`src/rtl/core/bitmap_frame_allocator_core_defines.svh`:
```
// Assertion helpers for the frame allocator core.
// Each one is clocked on clk_i and switched off while rst_ni is low.
`ifndef BITMAP_FRAME_ALLOCATOR_CORE_DEFINES_SVH
`define BITMAP_FRAME_ALLOCATOR_CORE_DEFINES_SVH

// Same-cycle implication
`define BFA_ASSERT_NOW(lbl, ante, cons, msg) \
  lbl: assert property (@(posedge clk_i) disable iff (!rst_ni) (ante) |-> (cons)) \
    else $error(msg);

// Next-cycle implication
`define BFA_ASSERT_NEXT(lbl, ante, cons, msg) \
  lbl: assert property (@(posedge clk_i) disable iff (!rst_ni) (ante) |=> (cons)) \
    else $error(msg);

`endif

```
`src/rtl/core/bfa_pkg.sv`:
```
package bfa_pkg;

  // Pool geometry
  localparam int MAX_FRAMES = 512;
  localparam int CELL_BITS  = 32;
  localparam int NUM_CELLS  = MAX_FRAMES / CELL_BITS;
  localparam int IDX_W      = $clog2(MAX_FRAMES);
  localparam int CNT_W      = $clog2(MAX_FRAMES + 1);
  localparam int CB_W       = $clog2(CELL_BITS);

  // Field widths
  localparam int FRAME_W    = 20;
  localparam int POOL_W     = 10;
  localparam int KIND_W     = 2;
  localparam int STATUS_W   = 2;
  localparam int CFG_IDX_W  = 1;
  localparam int CFG_DATA_W = 20;

  // Register indexes and reset values
  localparam logic [CFG_IDX_W-1:0] CFG_BASE_FRAME  = 1'd0;
  localparam logic [CFG_IDX_W-1:0] CFG_POOL_FRAMES = 1'd1;
  localparam logic [FRAME_W-1:0]   BASE_RESET      = 20'd512;
  localparam logic [POOL_W-1:0]    POOL_RESET      = 10'd512;

  // Request kinds
  localparam logic [KIND_W-1:0] KIND_ALLOC   = 2'd0;
  localparam logic [KIND_W-1:0] KIND_RELEASE = 2'd1;
  localparam logic [KIND_W-1:0] KIND_MARK    = 2'd2;

  // Result status codes
  localparam logic [STATUS_W-1:0] ST_OK      = 2'd0;
  localparam logic [STATUS_W-1:0] ST_NO_FREE = 2'd1;
  localparam logic [STATUS_W-1:0] ST_RANGE   = 2'd2;

  typedef struct packed {
    logic [KIND_W-1:0]  kind;
    logic [FRAME_W-1:0] frame_no;
    logic [POOL_W-1:0]  run_length;
  } bfa_in_t;

  typedef struct packed {
    logic [FRAME_W-1:0]  result_frame;
    logic [STATUS_W-1:0] status;
  } bfa_out_t;

  // Operation carried by the token along the cell chain
  typedef enum logic [1:0] {
    OP_NONE,
    OP_ALLOC,
    OP_RELEASE,
    OP_MARK
  } op_e;

  // Token handed from cell to cell
  typedef struct packed {
    logic                valid;
    op_e                 op;
    logic                found;
    logic [IDX_W-1:0]    idx;     // release target, or allocated index
    logic [CNT_W-1:0]    lo;      // mark run start
    logic [CNT_W-1:0]    hi;      // mark run end (exclusive)
    logic [CNT_W-1:0]    n;       // effective pool size
    logic [STATUS_W-1:0] status;
  } tok_t;

endpackage

```
`src/rtl/core/bfa_cell.sv`:
```
module bfa_cell import bfa_pkg::*; (
  input  logic             clk_i,
  input  logic             rst_ni,
  input  logic [IDX_W-1:0] cell_base_i,
  input  tok_t             tok_i,
  output tok_t             tok_o
);

  logic [CELL_BITS-1:0] alloc_q, alloc_d;
  logic [CELL_BITS-1:0] blk_q, blk_d;
  tok_t                 tok_q, tok_d;

  logic [CELL_BITS-1:0] in_pool, in_run, free, first, rel_sel;
  logic [CB_W-1:0]      pos;
  logic                 rel_hit;

  // Per-bit masks, lowest free bit and release target
  always_comb begin
    logic [CNT_W-1:0] g;
    pos = '0;
    for (int b = 0; b < CELL_BITS; b++) begin
      g          = CNT_W'(cell_base_i | IDX_W'(b));
      in_pool[b] = g < tok_i.n;
      in_run[b]  = (g >= tok_i.lo) && (g < tok_i.hi);
    end
    free  = ~alloc_q & ~blk_q & in_pool;
    first = free & (~free + CELL_BITS'(1));
    for (int b = 0; b < CELL_BITS; b++) begin
      if (first[b]) begin
        pos = pos | CB_W'(b);
      end
    end
    rel_hit = (tok_i.idx >> CB_W) == (cell_base_i >> CB_W);
    rel_sel = rel_hit ? (CELL_BITS'(1) << tok_i.idx[CB_W-1:0]) : '0;
  end

  // Apply the passing token to this slice of the bitmaps
  always_comb begin
    alloc_d = alloc_q;
    blk_d   = blk_q;
    tok_d   = tok_i;
    if (tok_i.valid) begin
      unique case (tok_i.op)
        OP_ALLOC: begin
          if (!tok_i.found && (|free)) begin
            alloc_d     = alloc_q | first;
            tok_d.found = 1'b1;
            tok_d.idx   = cell_base_i | IDX_W'(pos);
          end
        end
        OP_RELEASE: alloc_d = alloc_q & ~rel_sel;
        OP_MARK:    blk_d   = blk_q | in_run;
        default: ;
      endcase
    end
  end

  always_ff @(posedge clk_i or negedge rst_ni) begin
    if (!rst_ni) begin
      alloc_q <= '0;
      blk_q   <= '0;
      tok_q   <= '0;
    end else begin
      alloc_q <= alloc_d;
      blk_q   <= blk_d;
      tok_q   <= tok_d;
    end
  end

  assign tok_o = tok_q;

endmodule
```
`config.mk`:
```
export PLATFORM = sky130hd
export DESIGN_NAME = bfa_cell
export DESIGN_NICKNAME = d
export VERILOG_FILES = /design/src/rtl/core/bitmap_frame_allocator_core_defines.svh /design/src/rtl/core/bfa_pkg.sv /design/src/rtl/core/bfa_cell.sv
export SDC_FILE = /design/constraint.sdc
export NUM_CORES = 1
export LEC_CHECK = 0
export ABC_AREA = 1
export BUFFER_PORTS_ARGS = -buffer_cell sky130_fd_sc_hd__clkbuf_2
export CORE_UTILIZATION = 51
export DETAILED_ROUTE_END_ITERATION = 8
export GPL_TIMING_DRIVEN = 0
export PLACE_DENSITY = 0.75
export SLEW_MARGIN = 20
export SYNTH_ARGS = -nofsm -noshare
export SYNTH_HDL_FRONTEND = slang
export SYNTH_SLANG_ARGS = --single-unit
```
`constraint.sdc`:
```
create_clock -name clk_i -period 4.2 [get_ports clk_i]
set_input_delay 0.63 -clock clk_i [delete_from_list [all_inputs] [get_ports clk_i]]
set_output_delay 0.63 -clock clk_i [all_outputs]
set_load 0.05 [all_outputs]
```
==> results.json, run 1 <==
{
  "syn_nets": 1206,
  "cp_slowest_cell": "ha_1",
  "tns_ns": 0,
  "post_cts_buffers": 0,
  "synth_seq_cells": 109,
  "synth_cell_types": 49,
  "path_class": "input pin to register",
  "cts.path.max_buffers": 2,
  "ir_drop_mv": 0.2436,
  "clock-sinks": 109,
  "fill_cells": 1371,
  "dieArea_sq_um": 15730,
  "n_antenna_cell": 0,
  "min_period_ns": 3.281,
  "wl_per_cell_um": 19.50,
  "slew_headroom_pct": 53.06,
  "worstPathCellList": "clkbuf_2 > inv_1 > ha_1 > nand2_2 > nor2_1 > nand3_1 > nand2_2 > a21oi_1 > nor2_4 > nand2_1 > nor2_2 > nand3_2 > nand3_4 > buf_4 > inv_1 > nand2_1 > nand2_1",
  "coreArea_sq_um": 14700,
  "ctsHoldBuffers": 0,
  "viasPerCell": 5.796,
  "layout_commonest_cell": "nand2_1",
  "hold_class": "input pin to asynchronous set/reset pin",
  "wl_met3_um": 2486,
  "drtAntennaViolNets": 0,
  "finalHoldViolCount": 0,
  "totalWireLength_um": 27470,
  "synth_flop_cell": "dfrtp_1",
  "setup_violations": 0,
  "final_cells": 1409,
  "crit_path_frequent_cell": "nand2_1",
  "p_leak_nw": 4.597,
  "syn_area_sq_um": 7767,
  "async_flop_share_pct": 100.0,
  "violations": "design-rule violations",
  "finalCritPeriodShare_pct": 78.12,
  "synth_top_area_share_pct": 35.12,
  "cp.required_ns": 4.46,
  "syn_area_per_cell_sq_um": 6.998,
  "die_h_um": 125.4,
  "outcome": "finished, violations left",
  "fp.dieW_um": 125.4,
  "critPathLaunchType": "input pin",
  "routed-via-count": 8166,
  "dr.pass1.iters": 9,
  "clk_latency_ns": 0.37,
  "place_hpwl_um": 22590,
  "gp_congestion": 1.027,
  "synth-seq-area-share_pct": 35.12,
  "worst_pin_slew_ns": 0.7014,
  "synth_area_leaders": "dfrtp_1 35%, nand2_1 11%, nor2_1 9.1%",
  "htree_levels": 3,
  "drc": 4,
  "grt_max_degree": 58,
  "cts_tree": "yes",
  "io_buffers": 98,
  "grt_pass1_vias": 7866,
  "final_layout_size_suffix_gt1_share_pct": 14.53,
  "end_kind": "register",
  "skew_ns": 0.01190,
  "numCtsBuffers": 9,
  "top_layer": "met4",
  "post-place-cells": 1393,
  "grt_usage_pct": 36.32,
  "reg2reg_depth": 14,
  "clock-root-buffer": "clkbuf_16",
  "yosysTopAreaCell": "dfrtp_1",
  "arrival_ns": 3.54,
  "clock.fmax_mhz": 304.8,
  "met1_length_um": 11610,
  "antenna_found_initial": 0,
  "max_stage_delay_ns": 0.41,
  "syn_to_final_growth_pct": 13.72,
  "core.rowCount": 44,
  "overflow": 0,
  "mostFrequentLayoutCells": "225 x nand2_1, 188 x nor2_1, 162 x inv_1",
  "grt_pass1_wl_um": 43190,
  "rsz0062_at_grt": "false",
  "wl_met2_um": 12230,
  "synth_edf_count": 0,
  "slew_viol_final": 0,
  "start_util_pct": 52.84,
  "critPathBufInv": 4,
  "cp.depth": 17,
  "cts.repair.resized": 0,
  "path_delay_family": "simple AND/OR/NAND/NOR gates",
  "yosys_warnings": 0,
  "cts.clk_slew.worst_paths_ns": 0.08,
  "ioPinCount": 101,
  "p_per_area_nw_per_um2": 382.5,
  "maxCapViolCount": 0,
  "drt_iter0_markers": 1066,
  "critPathMaxFanout": 10,
  "nets": 1316,
  "synthCells": 1110
}
## layout make-up
cell class                      instances  area (sq um)  share of cell area (%)
Multi-Input combinational cell        815          4297                   48.64
Sequential cell                       109          2728                   30.88
Inverter                              167         626.9                   7.096
Timing Repair Buffer                   99         526.8                   5.963
Tap cell                              184         230.2                   2.606
Clock buffer                            9         225.2                   2.550
Buffer                                 19         116.4                   1.317
Clock inverter                          7         83.83                  0.9490
## worst reg2reg max path: stages, from the launching register on
cell     delay, ns
dfrtp_1       0.44
nor2_1        0.28
nand2_1       0.12
nor2_1        0.29
nor2_1        0.15
nand2_1       0.10
nor2_1        0.05
nand3_1       0.15
nand2_1       0.12
inv_1         0.08
nand3_1       0.06
nor2_1        0.11
nand3_1       0.08
nand2_1       0.07
inv_1         0.04
## layer usage
layer,track usage (%),vias to the layer above
met5,0,-
met2,56.69,431
li1,-,3893
met1,48.64,3767
met3,7.788,75
met4,15.93,0
## report_power, final
group	total [mW]	switching, mW	internal (mW)
sequential	1.25	0.0827	1.17
clock	0.896	0.466	0.430
combinational	1.23	0.859	0.371
total	3.38	1.41	1.97
## cell families after synthesis
family / count (synthesis) / share of synthesized area, %
compound gates: 200 / 16.37
buf+inv: 186 / 9.568
flops: 109 / 35.12
fa+ha+maj: 40 / 6.443
xor+xnor: 3 / 0.3383
simple gates: 572 / 32.17
## worst paths after layout
check | start | endpoint | slack [ns]
max | cell_base_i[5] | tok_o[40]$_DFF_PN0_ | 0.92
min | rst_ni | tok_o[24]$_DFF_PN0_ | 0.21
max reg2reg | alloc_q[14]$_DFFE_PN0P_ | tok_o[36]$_DFF_PN0_ | 1.96
min reg2reg | blk_q[14]$_DFFE_PN0P_ | blk_q[14]$_DFFE_PN0P_ | 0.48
max in group asynchronous | rst_ni | blk_q[9]$_DFFE_PN0P_ | 3.35
min in group clk_i | tok_i[1] | tok_o[1]$_DFF_PN0_ | 0.37
## metrics by stage
step / utilization, % / hold WS [ns] / total power [mW] / instance area, sq um / worst slack (ns)
finish: 60.10 / 0.2077 / 3.379 / 8833 / 0.9191
detailed placement: 57.99 / 0.4560 / 2.463 / 8524 / 0.6267
global placement: 57.75 / 0.4506 / 2.455 / 8488 / 0.6344
floorplan: - / 0.3344 / 2.080 / 7767 / 1.551
global route: 60.10 / 0.2388 / 3.561 / 8833 / 0.7449
CTS: 60.10 / 0.2280 / 3.350 / 8833 / 1.010
## Yosys cell counts (6+ instances only)
| cell | count |
|---|---|
| nand4_1 | 24 |
| a21oi_2 | 6 |
| nor2_1 | 188 |
| nand3_1 | 80 |
| o21ai_0 | 61 |
| nand2_1 | 225 |
| a31o_2 | 12 |
| nor3_1 | 17 |
| a21oi_1 | 45 |
| ha_1 | 40 |
| inv_1 | 162 |
| nand3_2 | 6 |
| clkbuf_1 | 9 |
| nand2_2 | 9 |
| o31ai_1 | 35 |
| dfrtp_1 | 109 |
| nor2_2 | 9 |
## flip-flops by register name, summed over array words and instances (netlist names)
register,flops
blk_q,32
alloc_q,32
tok_o,45
Power figures use the tool's default switching activity.
==> inputs of run 2 (changes only) <==
==> constraint.sdc (replaced) <==
create_clock -name clk_i -period 3.3 [get_ports clk_i]
set_input_delay 0.495 -clock clk_i [delete_from_list [all_inputs] [get_ports clk_i]]
set_output_delay 0.495 -clock clk_i [all_outputs]
set_load 0.05 [all_outputs]
==> results.json, run 2 (same netlist as run 1, synthesis figures left out) <==
{
  "outcome": "finished, violations left",
  "violations": "design-rule violations",
  "finalInstanceArea_sq_um": 8838,
  "grt_max_degree": 58,
  "syn_to_final_growth_pct": 13.79,
  "worst_pin_slew_ns": 0.6859,
  "grt_pass1_wl_um": 43190,
  "ctsHoldBuffers": 0,
  "cts.path.max_buffers": 2,
  "final_layout_size_suffix_gt1_share_pct": 14.69,
  "gp_congestion": 1.027,
  "min_period_ns": 3.085,
  "tns_ns": 0,
  "clock.fmax_mhz": 324.1,
  "wl_per_cell_um": 19.48,
  "overflow": 0,
  "io_buffers": 98,
  "layout_commonest_cell": "nand2_1",
  "core.rowCount": 44,
  "ir_drop_mv": 0.3107,
  "regToRegSetupSlack_ns": 1.03,
  "clock-sinks": 109,
  "die_h_um": 125.4,
  "fin_util_pct": 60.13,
  "grt_usage_pct": 36.32,
  "grt_pass1_vias": 7866,
  "holdWs_ns": 0.07457,
  "viasPerCell": 5.813,
  "p_per_area_nw_per_um2": 486.7,
  "ioPinCount": 101,
  "post_cts_buffers": 0,
  "path_class": "input pin to register",
  "slew_viol_final": 0,
  "dieArea_sq_um": 15730,
  "htree_levels": 3,
  "critPathMaxFanout": 10,
  "p_leak_nw": 4.595,
  "dp_slack_ns": -0.1383,
  "critPathLaunchType": "input pin",
  "coreArea_sq_um": 14700,
  "routed-via-count": 8191,
  "n_antenna_cell": 0,
  "largest_reg_flops": 45,
  "finalHoldViolCount": 0,
  "totalWireLength_um": 27450,
  "fill_cells": 1375,
  "dr.pass1.iters": 9,
  "clk_latency_ns": 0.37,
  "cts_tree": "yes",
  "cts.clk_slew.worst_paths_ns": 0.09,
  "skew_ns": 0.01439,
  "fp.dieW_um": 125.4,
  "arrival_ns": 3.35,
  "drt_iter0_markers": 1136,
  "hold_class": "input pin to asynchronous set/reset pin",
  "nets": 1316,
  "drc": 4,
  "cp.required_ns": 3.57,
  "place_hpwl_um": 22590,
  "start_util_pct": 52.84,
  "rsz0062_at_grt": "false",
  "end_kind": "register",
  "antenna_found_initial": 0,
  "numCtsBuffers": 9,
  "clock-root-buffer": "clkbuf_16",
  "setup_slack_ns": 0.2147,
  "placedInstanceArea_sq_um": 8524,
  "setup_violations": 0,
  "mostFrequentLayoutCells": "225 x nand2_1, 187 x nor2_1, 162 x inv_1",
  "finalCritPeriodShare_pct": 93.49,
  "maxCapViolCount": 0,
  "drtAntennaViolNets": 0,
  "slew_headroom_pct": 54.10
}
[run 2: changes by cell type in the layout (fill, tap and decap cells not counted)]
cell and delta:
ha_1 -1, ha_2 +1, nor2_1 -1, nor2_2 +1
[run 2: worst max-delay path, cell delays in order]
cell	delay, ns
clkbuf_2	0.16
inv_1	0.30
ha_1	0.30
nand2_2	0.14
inv_2	0.10
nand2_1	0.07
nand2_1	0.06
nand2_1	0.11
nand2_1	0.15
a21oi_1	0.34
nor2_4	0.11
nand2_1	0.13
nor2_2	0.07
nand3_2	0.13
nand3_4	0.15
nand2_4	0.13
buf_6	0.17
nand4_2	0.09
nand2_1	0.08
nand2_1	0.05
[run 2: worst paths after layout]
| path | startpoint | to | cells past startpoint |
|---|---|---|---|
| max | cell_base_i[4] | alloc_q[1]$_DFFE_PN0P_ | 20 |
| min | rst_ni | tok_o[24]$_DFF_PN0_ | 1 |
| max reg2reg | alloc_q[14]$_DFFE_PN0P_ | tok_o[36]$_DFF_PN0_ | 14 |
| min reg2reg | blk_q[14]$_DFFE_PN0P_ | blk_q[14]$_DFFE_PN0P_ | 1 |
| max in group asynchronous | rst_ni | blk_q[9]$_DFFE_PN0P_ | 2 |
| min in group clk_i | tok_i[1] | tok_o[1]$_DFF_PN0_ | 1 |
[run 2: stage by stage]
step | instances | total power, mW
after detailed placement | 1393 | 3.135
after CTS | 1409 | 4.263
after global placement | 1392 | 3.124
after floorplan | 1110 | 2.647
after global routing | 1409 | 4.534
final | 1409 | 4.302
[run 2: power breakdown]
part	internal, mW	switching [mW]	total, mW	leakage, nW
combinational	0.472	1.09	1.57	3.16
clock	0.547	0.595	1.14	0.151
sequential	1.49	0.104	1.59	1.28
[run 2: cell type report]
| class | instances | area, sq um | area share (%) |
|---|---|---|---|
| inverter | 167 | 626.9 | 7.092 |
| tap | 184 | 230.2 | 2.605 |
| buffer | 19 | 116.4 | 1.317 |
| timing repair buffer | 99 | 526.8 | 5.960 |
| multi-input combinational | 815 | 4302 | 48.67 |
| clock buffer | 9 | 225.2 | 2.548 |
| clock inverter | 7 | 83.83 | 0.9485 |
| sequential | 109 | 2728 | 30.86 |
[run 2: per-layer routing]
layer,up-vias,share of wire (%),GRT usage (%)
met1,3811,42,48.64
met4,0,4.3,15.93
met2,408,44,56.69
li1,3890,-,-
met3,82,9.1,7.788
met5,-,0,0
[run 2: timing repair]
item,CTS,global route
resized for setup,0,2
hold endpoints to repair,0,0
endpoints found under the setup margin,0,4
==> inputs of run 3 (changes only) <==
--- a/config.mk
+++ b/config.mk
@@ -9,9 +9,8 @@
 export BUFFER_PORTS_ARGS = -buffer_cell sky130_fd_sc_hd__clkbuf_2
 export CORE_UTILIZATION = 51
 export DETAILED_ROUTE_END_ITERATION = 8
-export GPL_TIMING_DRIVEN = 0
+export GPL_TIMING_DRIVEN = 1
 export PLACE_DENSITY = 0.75
-export SLEW_MARGIN = 20
 export SYNTH_ARGS = -nofsm -noshare
 export SYNTH_HDL_FRONTEND = slang
 export SYNTH_SLANG_ARGS = --single-unit
==> results.json, run 3 (same netlist as run 1, synthesis figures left out) <==
{
  "outcome": "finished, violations left",
  "violations": "design-rule violations",
  "start_util_pct": 52.84,
  "finalCritPeriodShare_pct": 85.09,
  "multiInputGateArea_sq_um": 4297,
  "drc": 3,
  "clock-sinks": 109,
  "p_leak_nw": 4.787,
  "slew_headroom_pct": 54.25,
  "path_class": "input pin to register",
  "routed-via-count": 8411,
  "totalWireLength_um": 29110,
  "clock.fmax_mhz": 356.1,
  "cts.path.max_buffers": 2,
  "core.rowCount": 44,
  "drt_iter0_markers": 1030,
  "min_period_ns": 2.808,
  "final_cells": 1442,
  "grt_pass1_wl_um": 45480,
  "final_layout_size_suffix_gt1_share_pct": 17.49,
  "skew_ns": 0.01360,
  "cts.clk_slew.worst_paths_ns": 0.09,
  "fill_cells": 1425,
  "n_antenna_cell": 0,
  "ir_drop_mv": 0.3126,
  "worstPathCellList": "clkbuf_2 > inv_1 > ha_1 > nand2_2 > nor2_8 > buf_12 > nand3_1 > nand2_2 > nor2_1 > nor2_4 > nand2_1 > nor2_2 > nand4_1 > nand2_1 > nor2_1 > nand2_1 > nor2_1 > nand3_1 > nand2_1 > inv_1",
  "gp_congestion": 1.027,
  "grt_max_degree": 110,
  "antenna_found_initial": 0,
  "wl_per_cell_um": 20.19,
  "slew_viol_final": 0,
  "largest_reg_flops": 45,
  "clock-root-buffer": "clkbuf_16",
  "clk_latency_ns": 0.38,
  "tns_ns": 0,
  "setup_violations": 0,
  "dieArea_sq_um": 15730,
  "overflow": 0,
  "syn_to_final_growth_pct": 17.30,
  "cts.repair.resized": 0,
  "htree_levels": 3,
  "finalHoldViolCount": 0,
  "die_h_um": 125.4,
  "hold_class": "input pin to asynchronous set/reset pin",
  "path_delay_family": "simple AND/OR/NAND/NOR gates",
  "io_buffers": 100,
  "end_kind": "register",
  "max_stage_delay_ns": 0.29,
  "ioPinCount": 101,
  "ctsHoldBuffers": 0,
  "nets": 1349,
  "post_cts_buffers": 0,
  "critPathBufInv": 4,
  "register_area_sq_um": 2728,
  "cp.required_ns": 3.61,
  "layout_commonest_cell": "nand2_1",
  "drtAntennaViolNets": 0,
  "fp.dieW_um": 125.4,
  "critPathLaunchType": "input pin",
  "crit_path_frequent_cell": "nand2_1",
  "dr.pass1.iters": 8,
  "post-place-cells": 1426,
  "grt_usage_pct": 38.61,
  "p_per_area_nw_per_um2": 489.6,
  "critPathMaxFanout": 28,
  "cts_tree": "yes",
  "numCtsBuffers": 9,
  "maxCapViolCount": 0,
  "cp_slowest_cell": "ha_1",
  "viasPerCell": 5.833,
  "grt_pass1_vias": 8202,
  "coreArea_sq_um": 14700,
  "rsz0062_at_grt": "false",
  "place_hpwl_um": 23920,
  "arrival_ns": 3.12,
  "worst_pin_slew_ns": 0.6791,
  "mostFrequentLayoutCells": "225 x nand2_1, 188 x nor2_1, 162 x inv_1",
  "regToRegSetupSlack_ns": 1.01
}
[run 3: metrics by stage]
stage | worst slack, ns | power [mW] | area [sq um] | utilization, % | hold WS (ns)
after detailed placement | 0.1565 | 3.267 | 8792 | 59.81 | 0.4533
final | 0.4919 | 4.461 | 9111 | 61.99 | 0.1451
after global placement | 0.1582 | 3.267 | 8792 | 59.81 | 0.4488
after CTS | 0.5307 | 4.434 | 9111 | 61.99 | 0.2207
after floorplan | 0.7861 | 2.647 | 7767 | - | 0.1994
after global routing | 0.1762 | 4.702 | 9111 | 61.99 | 0.2046
[run 3: layer usage]
metal  wire, um  part of all wire (%)  track usage [%]
met5          0                     0                0
met1      11820                    41            50.00
met4       1402                   4.8            17.65
met3       2899                    10            10.27
met2      12990                    45            60.43
[run 3: area by class of cell]
| class | instances | area share (%) |
|---|---|---|
| Clock buffer | 9 | 2.472 |
| Inverter | 167 | 6.880 |
| Clock inverter | 7 | 1.030 |
| Timing Repair Buffer | 151 | 9.997 |
| Tap cell | 184 | 2.527 |
| Sequential cell | 109 | 29.94 |
| Multi-Input combinational cell | 815 | 47.16 |
[run 3: worst reg2reg max path, cell delays in order, from the launching register on]
cell and delay [ns]:
dfrtp_1 0.39, nor2_1 0.41, inv_1 0.09, nor2_1 0.15, nand2_1 0.09, nand2_1 0.10
nor2_1 0.06, nand3_1 0.13, inv_1 0.07, nand2_1 0.15, nand2_1 0.08, nor2_1 0.09
nand2_1 0.08, nor2_1 0.11, nand3_1 0.08, nand2_1 0.07, inv_1 0.03
[run 3: path summary, 6_finish.rpt]
| check | startpoint | endpoint | depth (start not counted) |
|---|---|---|---|
| hold reg to reg | blk_q[28]$_DFFE_PN0P_ | blk_q[28]$_DFFE_PN0P_ | 2 |
| hold / removal | rst_ni | tok_o[25]$_DFF_PN0_ | 2 |
| setup / recovery | tok_i[9] | tok_o[32]$_DFF_PN0_ | 20 |
| max in group asynchronous | rst_ni | alloc_q[19]$_DFFE_PN0P_ | 2 |
| min in group clk_i | tok_i[1] | tok_o[1]$_DFF_PN0_ | 1 |
| setup reg to reg | blk_q[8]$_DFFE_PN0P_ | tok_o[32]$_DFF_PN0_ | 16 |
[run 3: power by group]
group          switching [mW]  leakage [nW]  internal [mW]
Sequential              0.120          1.28           1.49
Clock                   0.622         0.154          0.555
Combinational            1.15          3.35          0.528
